## config.mk

```make
export PLATFORM = sky130hd
export DESIGN_NAME = onewire_bus_master
export DESIGN_NICKNAME = d
export VERILOG_FILES = /design/src/sv/owbm_pkg.sv /design/src/sv/onewire_bus_master.sv /design/src/sv/owbm_cfg.sv /design/src/sv/owbm_core.sv
export VERILOG_INCLUDE_DIRS = /design/src /design/src/sv
export SDC_FILE = /design/constraint.sdc
export NUM_CORES = 1
export LEC_CHECK = 0
export BUFFER_PORTS_ARGS = -buffer_cell sky130_fd_sc_hd__buf_2
export CAP_MARGIN = 15
export CORE_MARGIN = 2
export CORE_UTILIZATION = 25
export CTS_BUF_LIST = sky130_fd_sc_hd__clkbuf_8
export CTS_CLUSTER_DIAMETER = 60
export DETAILED_ROUTE_END_ITERATION = 16
export HOLD_SLACK_MARGIN = 0.05
export PLACE_DENSITY_LB_ADDON = 0.1
export SLEW_MARGIN = 20
export SYNTH_ARGS = -nofsm -noshare
export SYNTH_HDL_FRONTEND = slang
export SYNTH_HIERARCHICAL = 1
export SYNTH_SLANG_ARGS = --single-unit
export TNS_END_PERCENT = 30
```

## constraint.sdc

```tcl
create_clock -name aclk -period 8 [get_ports aclk]
set_clock_uncertainty 0.05 [all_clocks]
set_input_delay 2 -clock aclk [delete_from_list [all_inputs] [get_ports aclk]]
set_output_delay 2 -clock aclk [all_outputs]
set_load 0.05 [all_outputs]
```

## src/sv/onewire_bus_master_defines.svh

```systemverilog
// Assertion macros shared by the onewire bus master RTL.
`ifndef ONEWIRE_BUS_MASTER_DEFINES_SVH
`define ONEWIRE_BUS_MASTER_DEFINES_SVH

// Same-cycle implication, checked on every rising aclk out of reset.
`define OWBM_ASSERT_IMPL(label, ante, cons, msg) \
    label: assert property (@(posedge aclk) disable iff (!aresetn) (ante) |-> (cons)) \
        else $error(msg);

// Next-cycle implication, checked on every rising aclk out of reset.
`define OWBM_ASSERT_NEXT(label, ante, cons, msg) \
    label: assert property (@(posedge aclk) disable iff (!aresetn) (ante) |=> (cons)) \
        else $error(msg);

`endif

```

## src/sv/owbm_pkg.sv

```systemverilog
// Types, codes and timing constants of the onewire bus master.
package owbm_pkg;

    // Width of the microsecond tick counter
    localparam int TIMING_BITS = 10;
    localparam int CFG_W       = 10;
    localparam int CFG_IDX_W   = 3;
    // Compare width: holds counter + 1 and the sum of two timing registers
    localparam int CMP_W = (TIMING_BITS + 1 > CFG_W + 1) ? TIMING_BITS + 1 : CFG_W + 1;
    localparam logic [TIMING_BITS-1:0] TICK_MAX = '1;

    // Command opcodes
    localparam logic [2:0] OP_NONE  = 3'd0;
    localparam logic [2:0] OP_RESET = 3'd1;
    localparam logic [2:0] OP_WBIT  = 3'd2;
    localparam logic [2:0] OP_RBIT  = 3'd3;
    localparam logic [2:0] OP_WBYTE = 3'd4;
    localparam logic [2:0] OP_RBYTE = 3'd5;

    // Timing register indexes
    localparam logic [CFG_IDX_W-1:0] REG_RESET_LOW     = 3'd0;
    localparam logic [CFG_IDX_W-1:0] REG_PRESENCE_WAIT = 3'd1;
    localparam logic [CFG_IDX_W-1:0] REG_RESET_TAIL    = 3'd2;
    localparam logic [CFG_IDX_W-1:0] REG_SHORT_LOW     = 3'd3;
    localparam logic [CFG_IDX_W-1:0] REG_LONG_LOW      = 3'd4;
    localparam logic [CFG_IDX_W-1:0] REG_READ_SAMPLE   = 3'd5;
    localparam logic [CFG_IDX_W-1:0] REG_SLOT_LENGTH   = 3'd6;

    // Timing register reset values
    localparam logic [CFG_W-1:0] RST_RESET_LOW     = 10'd480;
    localparam logic [CFG_W-1:0] RST_PRESENCE_WAIT = 10'd90;
    localparam logic [CFG_W-1:0] RST_RESET_TAIL    = 10'd390;
    localparam logic [CFG_W-1:0] RST_SHORT_LOW     = 10'd1;
    localparam logic [CFG_W-1:0] RST_LONG_LOW      = 10'd60;
    localparam logic [CFG_W-1:0] RST_READ_SAMPLE   = 10'd5;
    localparam logic [CFG_W-1:0] RST_SLOT_LENGTH   = 10'd61;

    typedef enum logic [2:0] {
        PH_IDLE     = 3'd0,
        PH_RST_LOW  = 3'd1,
        PH_RST_WAIT = 3'd2,
        PH_RST_TAIL = 3'd3,
        PH_SLOT     = 3'd4
    } phase_t;

    typedef struct packed {
        logic [CFG_W-1:0] reset_low_time;
        logic [CFG_W-1:0] presence_wait_time;
        logic [CFG_W-1:0] reset_tail_time;
        logic [CFG_W-1:0] short_low_time;
        logic [CFG_W-1:0] long_low_time;
        logic [CFG_W-1:0] read_sample_wait;
        logic [CFG_W-1:0] slot_length;
    } owbm_timing_t;

    typedef struct packed {
        logic [2:0] cmd_opcode;
        logic [7:0] write_value;
        logic       line_sense;
    } owbm_item_t;

    typedef struct packed {
        logic       drive_low;
        logic       busy_res;
        logic       done_res;
        logic       presence;
        logic [7:0] read_value;
        logic       cmd_rejected;
    } owbm_result_t;

    function automatic logic is_read_op(input logic [2:0] op);
        return (op == OP_RBIT) || (op == OP_RBYTE);
    endfunction

endpackage

```

## src/sv/onewire_bus_master.sv

```systemverilog
// A request's result is offered on m_ once s_ has accepted it: it is held first in the
// input register, then in the result register; a stalled m_ channel can hold it back.
// Throughput: one tick request per cycle while m_ready is high; an input register and a
// result register part the channels, so s_ready stays high while m_ready is high.
// Reset (aresetn low, synchronous): sequencer idle, state cleared, timing
// registers back to 480/90/390/1/60/5/61, both channels empty.
module onewire_bus_master import owbm_pkg::*; (
    input  logic                 aclk,
    input  logic                 aresetn,
    input  logic                 s_valid,
    output logic                 s_ready,
    input  logic [2:0]           s_cmd_opcode,
    input  logic [7:0]           s_write_value,
    input  logic                 s_line_sense,
    output logic                 m_valid,
    input  logic                 m_ready,
    output logic                 m_drive_low,
    output logic                 m_busy_res,
    output logic                 m_done_res,
    output logic                 m_presence,
    output logic [7:0]           m_read_value,
    output logic                 m_cmd_rejected,
    input  logic                 cfg_valid,
    output logic                 cfg_ready,
    input  logic [CFG_IDX_W-1:0] cfg_index,
    input  logic [CFG_W-1:0]     cfg_data
);

    logic         in_valid_reg;
    owbm_item_t   in_item_reg;
    logic         m_valid_reg;
    owbm_result_t res_reg;
    owbm_result_t res_next;
    owbm_timing_t timing;
    logic         fire;

    // Process the held request when the result register can take it
    assign fire    = in_valid_reg && (!m_valid_reg || m_ready);
    assign s_ready = !in_valid_reg || fire;

    owbm_cfg u_cfg (
        .aclk      (aclk),
        .aresetn   (aresetn),
        .cfg_valid (cfg_valid),
        .cfg_ready (cfg_ready),
        .cfg_index (cfg_index),
        .cfg_data  (cfg_data),
        .timing_o  (timing)
    );

    owbm_core u_core (
        .aclk     (aclk),
        .aresetn  (aresetn),
        .fire     (fire),
        .item_i   (in_item_reg),
        .timing_i (timing),
        .res_o    (res_next)
    );

    // Input register
    always_ff @(posedge aclk) begin
        if (!aresetn) begin
            in_valid_reg <= 1'b0;
        end else if (s_ready) begin
            in_valid_reg <= s_valid;
        end
    end

    always_ff @(posedge aclk) begin
        if (s_valid && s_ready) begin
            in_item_reg.cmd_opcode  <= s_cmd_opcode;
            in_item_reg.write_value <= s_write_value;
            in_item_reg.line_sense  <= s_line_sense;
        end
    end

    // Result register
    always_ff @(posedge aclk) begin
        if (!aresetn) begin
            m_valid_reg <= 1'b0;
        end else if (fire) begin
            m_valid_reg <= 1'b1;
        end else if (m_ready) begin
            m_valid_reg <= 1'b0;
        end
    end

    always_ff @(posedge aclk) begin
        if (fire) begin
            res_reg <= res_next;
        end
    end

    assign m_valid        = m_valid_reg;
    assign m_drive_low    = res_reg.drive_low;
    assign m_busy_res     = res_reg.busy_res;
    assign m_done_res     = res_reg.done_res;
    assign m_presence     = res_reg.presence;
    assign m_read_value   = res_reg.read_value;
    assign m_cmd_rejected = res_reg.cmd_rejected;

endmodule

```

## src/sv/owbm_cfg.sv

```systemverilog
// Timing register file of the onewire bus master.
module owbm_cfg import owbm_pkg::*; (
    input  logic                 aclk,
    input  logic                 aresetn,
    input  logic                 cfg_valid,
    output logic                 cfg_ready,
    input  logic [CFG_IDX_W-1:0] cfg_index,
    input  logic [CFG_W-1:0]     cfg_data,
    output owbm_timing_t         timing_o
);

    owbm_timing_t timing_reg;
    owbm_timing_t timing_next;

    assign cfg_ready = 1'b1;
    assign timing_o  = timing_reg;

    // Register write decode; indexes past the list are dropped
    always_comb begin
        timing_next = timing_reg;
        if (cfg_valid) begin
            unique case (cfg_index)
                REG_RESET_LOW:     timing_next.reset_low_time     = cfg_data;
                REG_PRESENCE_WAIT: timing_next.presence_wait_time = cfg_data;
                REG_RESET_TAIL:    timing_next.reset_tail_time    = cfg_data;
                REG_SHORT_LOW:     timing_next.short_low_time     = cfg_data;
                REG_LONG_LOW:      timing_next.long_low_time      = cfg_data;
                REG_READ_SAMPLE:   timing_next.read_sample_wait   = cfg_data;
                REG_SLOT_LENGTH:   timing_next.slot_length        = cfg_data;
                default:           timing_next = timing_reg;
            endcase
        end
    end

    always_ff @(posedge aclk) begin
        if (!aresetn) begin
            timing_reg.reset_low_time     <= RST_RESET_LOW;
            timing_reg.presence_wait_time <= RST_PRESENCE_WAIT;
            timing_reg.reset_tail_time    <= RST_RESET_TAIL;
            timing_reg.short_low_time     <= RST_SHORT_LOW;
            timing_reg.long_low_time      <= RST_LONG_LOW;
            timing_reg.read_sample_wait   <= RST_READ_SAMPLE;
            timing_reg.slot_length        <= RST_SLOT_LENGTH;
        end else begin
            timing_reg <= timing_next;
        end
    end

endmodule

```

## src/sv/owbm_core.sv

```systemverilog
// Bus sequencer: advances the 1-Wire state by one tick per request.
`include "onewire_bus_master_defines.svh"

module owbm_core import owbm_pkg::*; (
    input  logic         aclk,
    input  logic         aresetn,
    input  logic         fire,
    input  owbm_item_t   item_i,
    input  owbm_timing_t timing_i,
    output owbm_result_t res_o
);

    phase_t                 phase_reg, phase_next;
    logic [TIMING_BITS-1:0] tick_count_reg, tick_count_next;
    logic [2:0]             bit_index_reg, bit_index_next;
    logic [7:0]             shift_data_reg, shift_data_next;
    logic [2:0]             op_kind_reg, op_kind_next;
    logic                   presence_reg, presence_next;

    logic                   valid_op;
    logic [CMP_W-1:0]       tick_ext;
    logic [CMP_W-1:0]       tick_plus1;
    logic [TIMING_BITS-1:0] tick_sat;
    logic [CMP_W-1:0]       sample_at;
    logic [CFG_W-1:0]       low_time;
    logic                   is_byte;

    assign valid_op = (item_i.cmd_opcode >= OP_RESET) && (item_i.cmd_opcode <= OP_RBYTE);

    // Next state and tick result
    always_comb begin
        phase_next      = phase_reg;
        tick_count_next = tick_count_reg;
        bit_index_next  = bit_index_reg;
        shift_data_next = shift_data_reg;
        op_kind_next    = op_kind_reg;
        presence_next   = presence_reg;
        res_o           = '0;

        // Command start, or rejection while busy
        if (phase_reg == PH_IDLE) begin
            if (valid_op) begin
                op_kind_next    = item_i.cmd_opcode;
                tick_count_next = '0;
                bit_index_next  = '0;
                if (item_i.cmd_opcode == OP_RESET) begin
                    presence_next = 1'b0;
                    phase_next    = PH_RST_LOW;
                end else begin
                    case (item_i.cmd_opcode)
                        OP_WBIT:  shift_data_next = {7'd0, item_i.write_value[0]};
                        OP_WBYTE: shift_data_next = item_i.write_value;
                        default:  shift_data_next = '0;
                    endcase
                    phase_next = PH_SLOT;
                end
            end
        end else if (valid_op) begin
            res_o.cmd_rejected = 1'b1;
        end

        tick_ext   = CMP_W'(tick_count_next);
        tick_plus1 = tick_ext + CMP_W'(1);
        tick_sat   = (tick_count_next == TICK_MAX) ? TICK_MAX
                                                   : tick_count_next + TIMING_BITS'(1);
        sample_at  = CMP_W'(timing_i.short_low_time) + CMP_W'(timing_i.read_sample_wait);
        is_byte    = (op_kind_next == OP_WBYTE) || (op_kind_next == OP_RBYTE);
        if (((op_kind_next == OP_WBIT) || (op_kind_next == OP_WBYTE))
                && !shift_data_next[bit_index_next]) begin
            low_time = timing_i.long_low_time;
        end else begin
            low_time = timing_i.short_low_time;
        end

        res_o.busy_res = (phase_next != PH_IDLE);

        // Work of this tick in the current phase
        unique case (phase_next)
            PH_IDLE: begin
            end
            PH_RST_LOW: begin
                res_o.drive_low = 1'b1;
                if (tick_plus1 >= CMP_W'(timing_i.reset_low_time)) begin
                    phase_next      = PH_RST_WAIT;
                    tick_count_next = '0;
                end else begin
                    tick_count_next = tick_sat;
                end
            end
            PH_RST_WAIT: begin
                if (tick_ext >= CMP_W'(timing_i.presence_wait_time)) begin
                    presence_next = ~item_i.line_sense;
                    if (timing_i.reset_tail_time == '0) begin
                        res_o.done_res = 1'b1;
                        phase_next     = PH_IDLE;
                    end else begin
                        phase_next      = PH_RST_TAIL;
                        tick_count_next = TIMING_BITS'(1);
                    end
                end else begin
                    tick_count_next = tick_sat;
                end
            end
            PH_RST_TAIL: begin
                if (tick_ext >= CMP_W'(timing_i.reset_tail_time)) begin
                    res_o.done_res = 1'b1;
                    phase_next     = PH_IDLE;
                end else begin
                    tick_count_next = tick_sat;
                end
            end
            PH_SLOT: begin
                res_o.drive_low = (tick_ext < CMP_W'(low_time));
                if (is_read_op(op_kind_next) && (tick_ext == sample_at)) begin
                    shift_data_next[bit_index_next] = item_i.line_sense;
                end
                if (tick_plus1 >= CMP_W'(timing_i.slot_length)) begin
                    if (is_byte && (bit_index_next != 3'd7)) begin
                        bit_index_next  = bit_index_next + 3'd1;
                        tick_count_next = '0;
                    end else begin
                        res_o.done_res = 1'b1;
                        phase_next     = PH_IDLE;
                    end
                end else begin
                    tick_count_next = tick_sat;
                end
            end
            default: phase_next = PH_IDLE;
        endcase

        res_o.presence   = presence_next;
        res_o.read_value = is_read_op(op_kind_next) ? shift_data_next : 8'd0;
    end

    // Sequencer state, advanced once per processed tick
    always_ff @(posedge aclk) begin
        if (!aresetn) begin
            phase_reg      <= PH_IDLE;
            tick_count_reg <= '0;
            bit_index_reg  <= '0;
            shift_data_reg <= '0;
            op_kind_reg    <= OP_NONE;
            presence_reg   <= 1'b0;
        end else if (fire) begin
            phase_reg      <= phase_next;
            tick_count_reg <= tick_count_next;
            bit_index_reg  <= bit_index_next;
            shift_data_reg <= shift_data_next;
            op_kind_reg    <= op_kind_next;
            presence_reg   <= presence_next;
        end
    end

    `OWBM_ASSERT_IMPL(a_done_busy, fire && res_o.done_res, res_o.busy_res, "done without busy")
    `OWBM_ASSERT_IMPL(a_reject_busy, fire && res_o.cmd_rejected, phase_reg != PH_IDLE, "reject while idle")
    `OWBM_ASSERT_NEXT(a_busy_hold, fire && res_o.busy_res && !res_o.done_res, phase_reg != PH_IDLE, "sequencer dropped to idle")
    `OWBM_ASSERT_IMPL(a_bit_index, phase_reg == PH_SLOT && op_kind_reg != OP_WBYTE && op_kind_reg != OP_RBYTE, bit_index_reg == 3'd0, "bit index moved in single slot")

endmodule
```

==> run_results.csv, run 1 <==
group,metric,value,unit
clocking,cts_buffers,17,
worst_setup_path,worstSetupPathType,"register to register",
power_and_ir_drop,power_frac_comb,17.3,%
worst_setup_path,cp-start-kind,"register",
route,drc_errors,0,
cells_and_area,layout-drive-gt1-share,13.2,%
cells_and_area,final_common_cell,"nand2_1",
cells_and_area,fin_nets,1044,
global_route,grt.overflow.total,0,
clocking,cts_resized,0,
synth,synth_cell_types,89,
route,viasPerCell,4.89,
timing,min_period,5.37,ns
cells_and_area,stdcell_count,1417,
timing,relSlewSlack,23.8,%
global_route,antenna_found_initial,0,
worst_hold_path,hold_class,"register to register",
global_route,grt_use_total,16.2,%
route,wl_per_cell,19.6,µm
synth,yosys_warnings,6,
placed_design,dp_hpwl,21.2,mm
route,routed_wl,27.8,mm
placed_design,gp_congestion,0.839,
power_and_ir_drop,seqPwrFrac,45.1,%
synth,synth_edf_count,25,
placed_design,io_buffers,44,
floorplan,io_pins,46,
synth,synthArstFlopShare,0,%
worst_setup_path,end_kind,"register",
cells_and_area,nFillCells,3612,
synth,synthFlopType,"dfxtp_1",
global_route,grt_pass1_wl,42.6,mm
worst_setup_path,worst-path-max-fanout,27,
synth,ys_seq_area_share,32.9,%
floorplan,die_x,187,µm
clocking,path_clk_slew,0.08,ns
global_route,grt_pass1_vias,6809,
cells_and_area,antenna_cells,0,
clocking,hold_buffers,0,
timing,drv_slew,0,
worst_setup_path,critPathArrivalTime,5.70,ns
run,maxCapViolations,0,
placed_design,pre_cts_slack,2.67,ns
clocking,cts_max_level,4,
timing,worst_pin_slew,1.14,ns
floorplan,core_area,33300,µm²
synth,syn_nets,1022,
floorplan,row_count,67,
floorplan,initial_core_util,25.2,%
placed_design,dp.cells,1385,
timing,rsz0062_at_grt,"false",
synth,syn_area,8370,µm²
power_and_ir_drop,ir_drop,0.000103,V
timing,timing.final.ws_setup,2.63,ns
synth,postSynthCellCount,934,
cells_and_area,area_growth,12.2,%
cells_and_area,final_cell_mix,"118 x nand2_1, 100 x dfxtp_1, 84 x mux2i_1",
floorplan,dieArea,35000,µm²
clocking,insertion_delay,0.48,ns
clocking,clk_path_buf_depth,2,
clocking,cts_tree,"yes",
clocking,cts_root_buf,"clkbuf_8",
route,first_pass_iters,5,
synth,ys_seq_elements,125,
worst_setup_path,cp.required,8.33,ns
outcome,status,"finished, final reports clean",
route,vias,6927,
timing,setup_tns,0,ns
floorplan,die_h,187,µm
global_route,grt_start_max_net_pins,49,
timing,hold_violations,0,
route,postRouteAntennaNets,0,
power_and_ir_drop,p_leak,0.00404,µW
power_and_ir_drop,clkPwrFrac,37.6,%
synth,synth.avg_cell_area,8.96,µm²
timing,fin_crit_sh,67.1,%
power_and_ir_drop,p_per_area,161,nW/µm²
timing,max_freq,0.186,GHz
timing,finalSetupViolCount,0,
clocking,clock_sinks,125,
clocking,post-cts-setup-buffers,0,
power_and_ir_drop,intPower,1040,µW
power_and_ir_drop,switching_share,31.4,%
power_and_ir_drop,switchingPower,475,µW
cells_and_area,largest_register_ffs,70,
route,drt_iter0_markers,358,
-- cell families after synthesis --
family                   synth area share, %
adder cells (fa/ha/maj)                 8.76
other                                 0.0448
XOR/XNOR                                1.88
AND/OR/NAND/NOR                         21.0
flip-flops                              32.9
AO/OA/AOI/OAI                           19.1
buffers and inverters                   5.72
multiplexers                            10.6
-- cells in the mapped netlist (7+ instances only) --
master    instances  area, µm²
nand3_1          17       85.1
dfxtp_1         100       2000
a211oi_1         16        120
nand2b_1          8       50.1
a22o_1            9       78.8
nand4_1           9       56.3
nor2b_1          44        275
inv_1            63        236
nor3_1           15       75.1
xor2_1            9       78.8
buf_2            11       55.1
nor2_1           40        150
a21oi_1          41        205
a21o_1           11       82.6
and3_1           10       62.6
mux2i_1          84        841
nand2_1         118        443
edfxtp_1         25        751
and2_1            8       50.1
xnor2_1           9       78.8
o21ai_0          37        185
nor4_4            7        149
ha_1             57        713
clkbuf_1         29        109
-- cell type report --
class                           instances  area [µm²]  area share [%]
Tap cell                              448         561            5.97
Sequential cell                       125        2750            29.3
Timing Repair Buffer                   53         290            3.09
Clock buffer                           19         262            2.79
Inverter                               64         240            2.56
Clock inverter                         13         123            1.31
Multi-Input combinational cell        695        5160            55.0
-- through the flow --
| step | cell area (µm²) | power, µW | hold slack (ns) | utilization (%) |
|---|---|---|---|---|
| after floorplan | 8370 | 876 | 0.385 | - |
| after global placement | 9000 | 963 | 0.395 | 27.1 |
| after detailed placement | 9000 | 961 | 0.404 | 27.1 |
| after CTS | 9390 | 1540 | 0.417 | 28.2 |
| after global routing | 9390 | 1590 | 0.432 | 28.2 |
| final | 9390 | 1520 | 0.413 | 28.2 |
-- final timing paths --
path / start / cells after the start / to / slack, ns
max: in_item_reg[10]$_DFFE_PP_ / 17 / u_core/tick_count_reg[7]$_SDFFE_PN0P_ / 2.63
min: u_cfg/timing_o[52]$_SDFFE_PN0P_ / 2 / u_cfg/timing_o[52]$_SDFFE_PN0P_ / 0.41
max reg2reg: in_item_reg[10]$_DFFE_PP_ / 17 / u_core/tick_count_reg[7]$_SDFFE_PN0P_ / 2.63
min reg2reg: u_cfg/timing_o[52]$_SDFFE_PN0P_ / 2 / u_cfg/timing_o[52]$_SDFFE_PN0P_ / 0.41
-- layer usage --
| layer | GRT usage [%] | share of wire, % |
|---|---|---|
| met5 | 0 | 0 |
| met4 | 4.95 | 1.4 |
| met3 | 2.63 | 3.0 |
| met2 | 26.0 | 46 |
| met1 | 22.2 | 50 |
-- worst max-delay path: stages (launching register included) --
cell and delay, ns:
edfxtp_1 0.36, buf_4 0.23, a2111o_1 0.70, o21ai_0 0.58, inv_1 0.13, ha_1 0.26, and4_1 0.24, nand2_1 0.12
xnor2_1 0.17, ha_1 0.29, a211oi_1 0.29, nor2b_1 0.17, o221ai_1 0.15, a211oi_1 0.64, or3_1 0.23, and2_1 0.21
nor2_1 0.07, o311a_1 0.33
-- power by group through the flow --
stage                     registers [µW]  clock network [µW]  logic (µW)
after global placement               698                   0         265
after floorplan                      701                   0         175
after global routing                 686                 614         287
after detailed placement             698                   0         263
final                                683                 570         262
after CTS                            683                 593         264
Power figures use the tool's default switching activity.
==> run 2: changes to the inputs <==
--- a/config.mk
+++ b/config.mk
@@ -6,6 +6,7 @@
 export SDC_FILE = /design/constraint.sdc
 export NUM_CORES = 1
 export LEC_CHECK = 0
+export ABC_AREA = 1
 export BUFFER_PORTS_ARGS = -buffer_cell sky130_fd_sc_hd__buf_2
 export CAP_MARGIN = 15
 export CORE_MARGIN = 2
==> constraint.sdc (replaced) <==
create_clock -name aclk -period 4.85 [get_ports aclk]
set_clock_uncertainty 0.05 [all_clocks]
set_input_delay 1.2125 -clock aclk [delete_from_list [all_inputs] [get_ports aclk]]
set_output_delay 1.2125 -clock aclk [all_outputs]
set_load 0.05 [all_outputs]
==> run 2 against run 1 <==
Effect of this change: wire length increased by 2.7%; die area unchanged; sequential share of layout area decreased by 0.22 points; worst setup slack got worse by 1.9 ns; fmax increased by 29%; utilization increased by 0.21 points; critical path type unchanged; critical endpoint is now u_core/tick_count_reg[3]$_SDFFE_PN0P_.
==> run_results.csv, run 2 <==
group,metric,value,unit
route,viasPerCell,4.56,
floorplan,core_area,33300,µm²
cells_and_area,stdcell_count,1719,
synth,synthArstFlopShare,0,%
synth,synth_cell_types,54,
cells_and_area,area_growth,13.0,%
global_route,antenna_found_initial,0,
clocking,cts_buffers,17,
clocking,cts_resized,0,
synth,syn_nets,1308,
floorplan,row_count,67,
clocking,clock_sinks,125,
timing,relSlewSlack,33.8,%
placed_design,gp_congestion,0.822,
outcome,status,"finished, final reports clean",
synth,yosysTopAreaCellShare,23.9,%
worst_setup_path,crit_top_cell,"nand2_1",
worst_setup_path,cp-start-kind,"register",
clocking,post-cts-setup-buffers,0,
synth,synth.most_common_cell,"nand2_1",
worst_hold_path,hold_class,"register to register",
placed_design,dpl-instance-area,9040,µm²
clocking,cts_max_level,4,
worst_setup_path,worst-path-max-fanout,9,
timing,finalSetupViolCount,0,
power_and_ir_drop,p_total,2690,µW
floorplan,die_h,187,µm
cells_and_area,antenna_cells,0,
cells_and_area,final_common_cell,"nand2_1",
clocking,path_clk_slew,0.09,ns
worst_setup_path,cp_top_family,"simple AND/OR/NAND/NOR gates",
cells_and_area,finalInstanceArea,9460,µm²
cells_and_area,fin_nets,1346,
cells_and_area,largest_register_ffs,70,
timing,min_period,4.15,ns
cells_and_area,layout-drive-gt1-share,12.4,%
power_and_ir_drop,p_leak,0.00457,µW
timing,rsz0062_at_grt,"false",
synth,yosys.area.top_type,"dfxtp_1",
route,first_pass_iters,5,
clocking,hold_buffers,0,
synth,netlist_top_cells_count,"314 x nand2_1, 152 x inv_1, 148 x nand3_1",
timing,fin_crit_sh,85.6,%
global_route,grt_start_max_net_pins,75,
power_and_ir_drop,p_per_area,285,nW/µm²
global_route,grt_pass1_vias,7650,
worst_setup_path,max_stage_delay,0.49,ns
timing,worst_pin_slew,0.992,ns
worst_setup_path,cp.required,5.22,ns
route,vias,7841,
synth,syn_area,8370,µm²
synth,ys_seq_elements,125,
floorplan,initial_core_util,25.2,%
timing,setup_tns,0,ns
synth,postSynthCellCount,1220,
power_and_ir_drop,ir_drop,0.000169,V
floorplan,dieArea,35000,µm²
route,wl_per_cell,16.6,µm
route,drc_errors,0,
worst_setup_path,worstSetupPathType,"register to register",
route,drt_iter0_markers,497,
synth,ys_seq_area_share,32.9,%
route,postRouteAntennaNets,0,
timing,max_freq,0.241,GHz
synth,synthFlopType,"dfxtp_1",
cells_and_area,finish.utilization,28.4,%
clocking,cts_tree,"yes",
route,routed_wl,28.5,mm
global_route,grt_pass1_wl,45.0,mm
timing,hold_violations,0,
synth,yosys_warnings,6,
worst_setup_path,end_kind,"register",
global_route,grt.overflow.total,0,
floorplan,io_pins,46,
clocking,insertion_delay,0.48,ns
worst_setup_path,critPathBufInv,2,
synth,synth.avg_cell_area,6.86,µm²
clocking,clk_path_buf_depth,2,
placed_design,dp.cells,1687,
placed_design,io_buffers,44,
floorplan,die_x,187,µm
placed_design,dp_hpwl,21.4,mm
synth,synth_edf_count,25,
worst_setup_path,crit_slowest_cell,"edfxtp_1",
timing,drv_slew,0,
cells_and_area,final_cell_mix,"314 x nand2_1, 152 x inv_1, 148 x nand3_1",
worst_setup_path,critPathArrivalTime,4.52,ns
run,maxCapViolations,0,
global_route,grt_use_total,16.8,%
clocking,cts_root_buf,"clkbuf_8",
synth,synth.top_cells.by_area,"dfxtp_1 24%, nand2_1 14%, edfxtp_1 9.0%",
## run 2: where the power goes
part | internal [µW] | total, µW | switching [µW]
Combinational | 154 | 517 | 363
Sequential | 1110 | 1140 | 36.1
Clock | 515 | 1030 | 516
Total | 1780 | 2690 | 916
## run 2: worst register-to-register path, delay by kind of cell, from the launching register on
family	cells	cell delay [ns]
AO/OA/AOI/OAI	2	0.28
adder cells (fa/ha/maj)	2	0.53
AND/OR/NAND/NOR	20	2.49
buffers and inverters	2	0.13
flip-flops	1	0.49
XOR/XNOR	1	0.15
## run 2: worst paths after layout
path	to	slack, ns	cells past startpoint	start
worst max-delay path	u_core/tick_count_reg[3]$_SDFFE_PN0P_	0.70	27	in_item_reg[11]$_DFFE_PP_
worst min-delay path	u_cfg/timing_o[2]$_SDFFE_PN1P_	0.41	2	u_cfg/timing_o[2]$_SDFFE_PN1P_
worst max register to register	u_core/tick_count_reg[3]$_SDFFE_PN0P_	0.70	27	in_item_reg[11]$_DFFE_PP_
worst min register to register	u_cfg/timing_o[2]$_SDFFE_PN1P_	0.41	2	u_cfg/timing_o[2]$_SDFFE_PN1P_
## run 2: layer usage
| metal | wire length [µm] | share of wire (%) | global-route usage, % | vias to the layer above |
|---|---|---|---|---|
| met5 | 0 | 0 | 0 | - |
| met4 | 420 | 1.5 | 5.13 | 0 |
| met3 | 893 | 3.1 | 2.95 | 20 |
| met2 | 13400 | 47 | 27.7 | 132 |
| met1 | 13800 | 48 | 22.3 | 3667 |
| li1 | - | - | - | 4022 |
## run 2: layout make-up
type,instances,area (µm²)
Sequential cell,125,2750
Timing Repair Buffer,51,273
Clock inverter,15,188
Clock buffer,17,234
Multi-Input combinational cell,893,4810
Tap cell,448,561
Inverter,170,638
Fill cell,3779,23800
## run 2: cells by family after synthesis
logic type / after synthesis / share of synthesized area, %
XOR/XNOR: 19 / 2.08
AND/OR/NAND/NOR: 682 / 37.0
multiplexers: 11 / 1.35
adder cells (fa/ha/maj): 58 / 8.76
other: 1 / 0.0448
AO/OA/AOI/OAI: 122 / 8.10
buffers and inverters: 202 / 9.78
flip-flops: 125 / 32.9
## run 2: through the flow
| stage | hold slack (ns) | worst slack [ns] |
|---|---|---|
| global route | 0.456 | 0.271 |
| CTS | 0.419 | 0.719 |
| global placement | 0.391 | 0.849 |
| finish | 0.415 | 0.700 |
| detailed placement | 0.396 | 0.773 |
| floorplan | 0.379 | 1.32 |
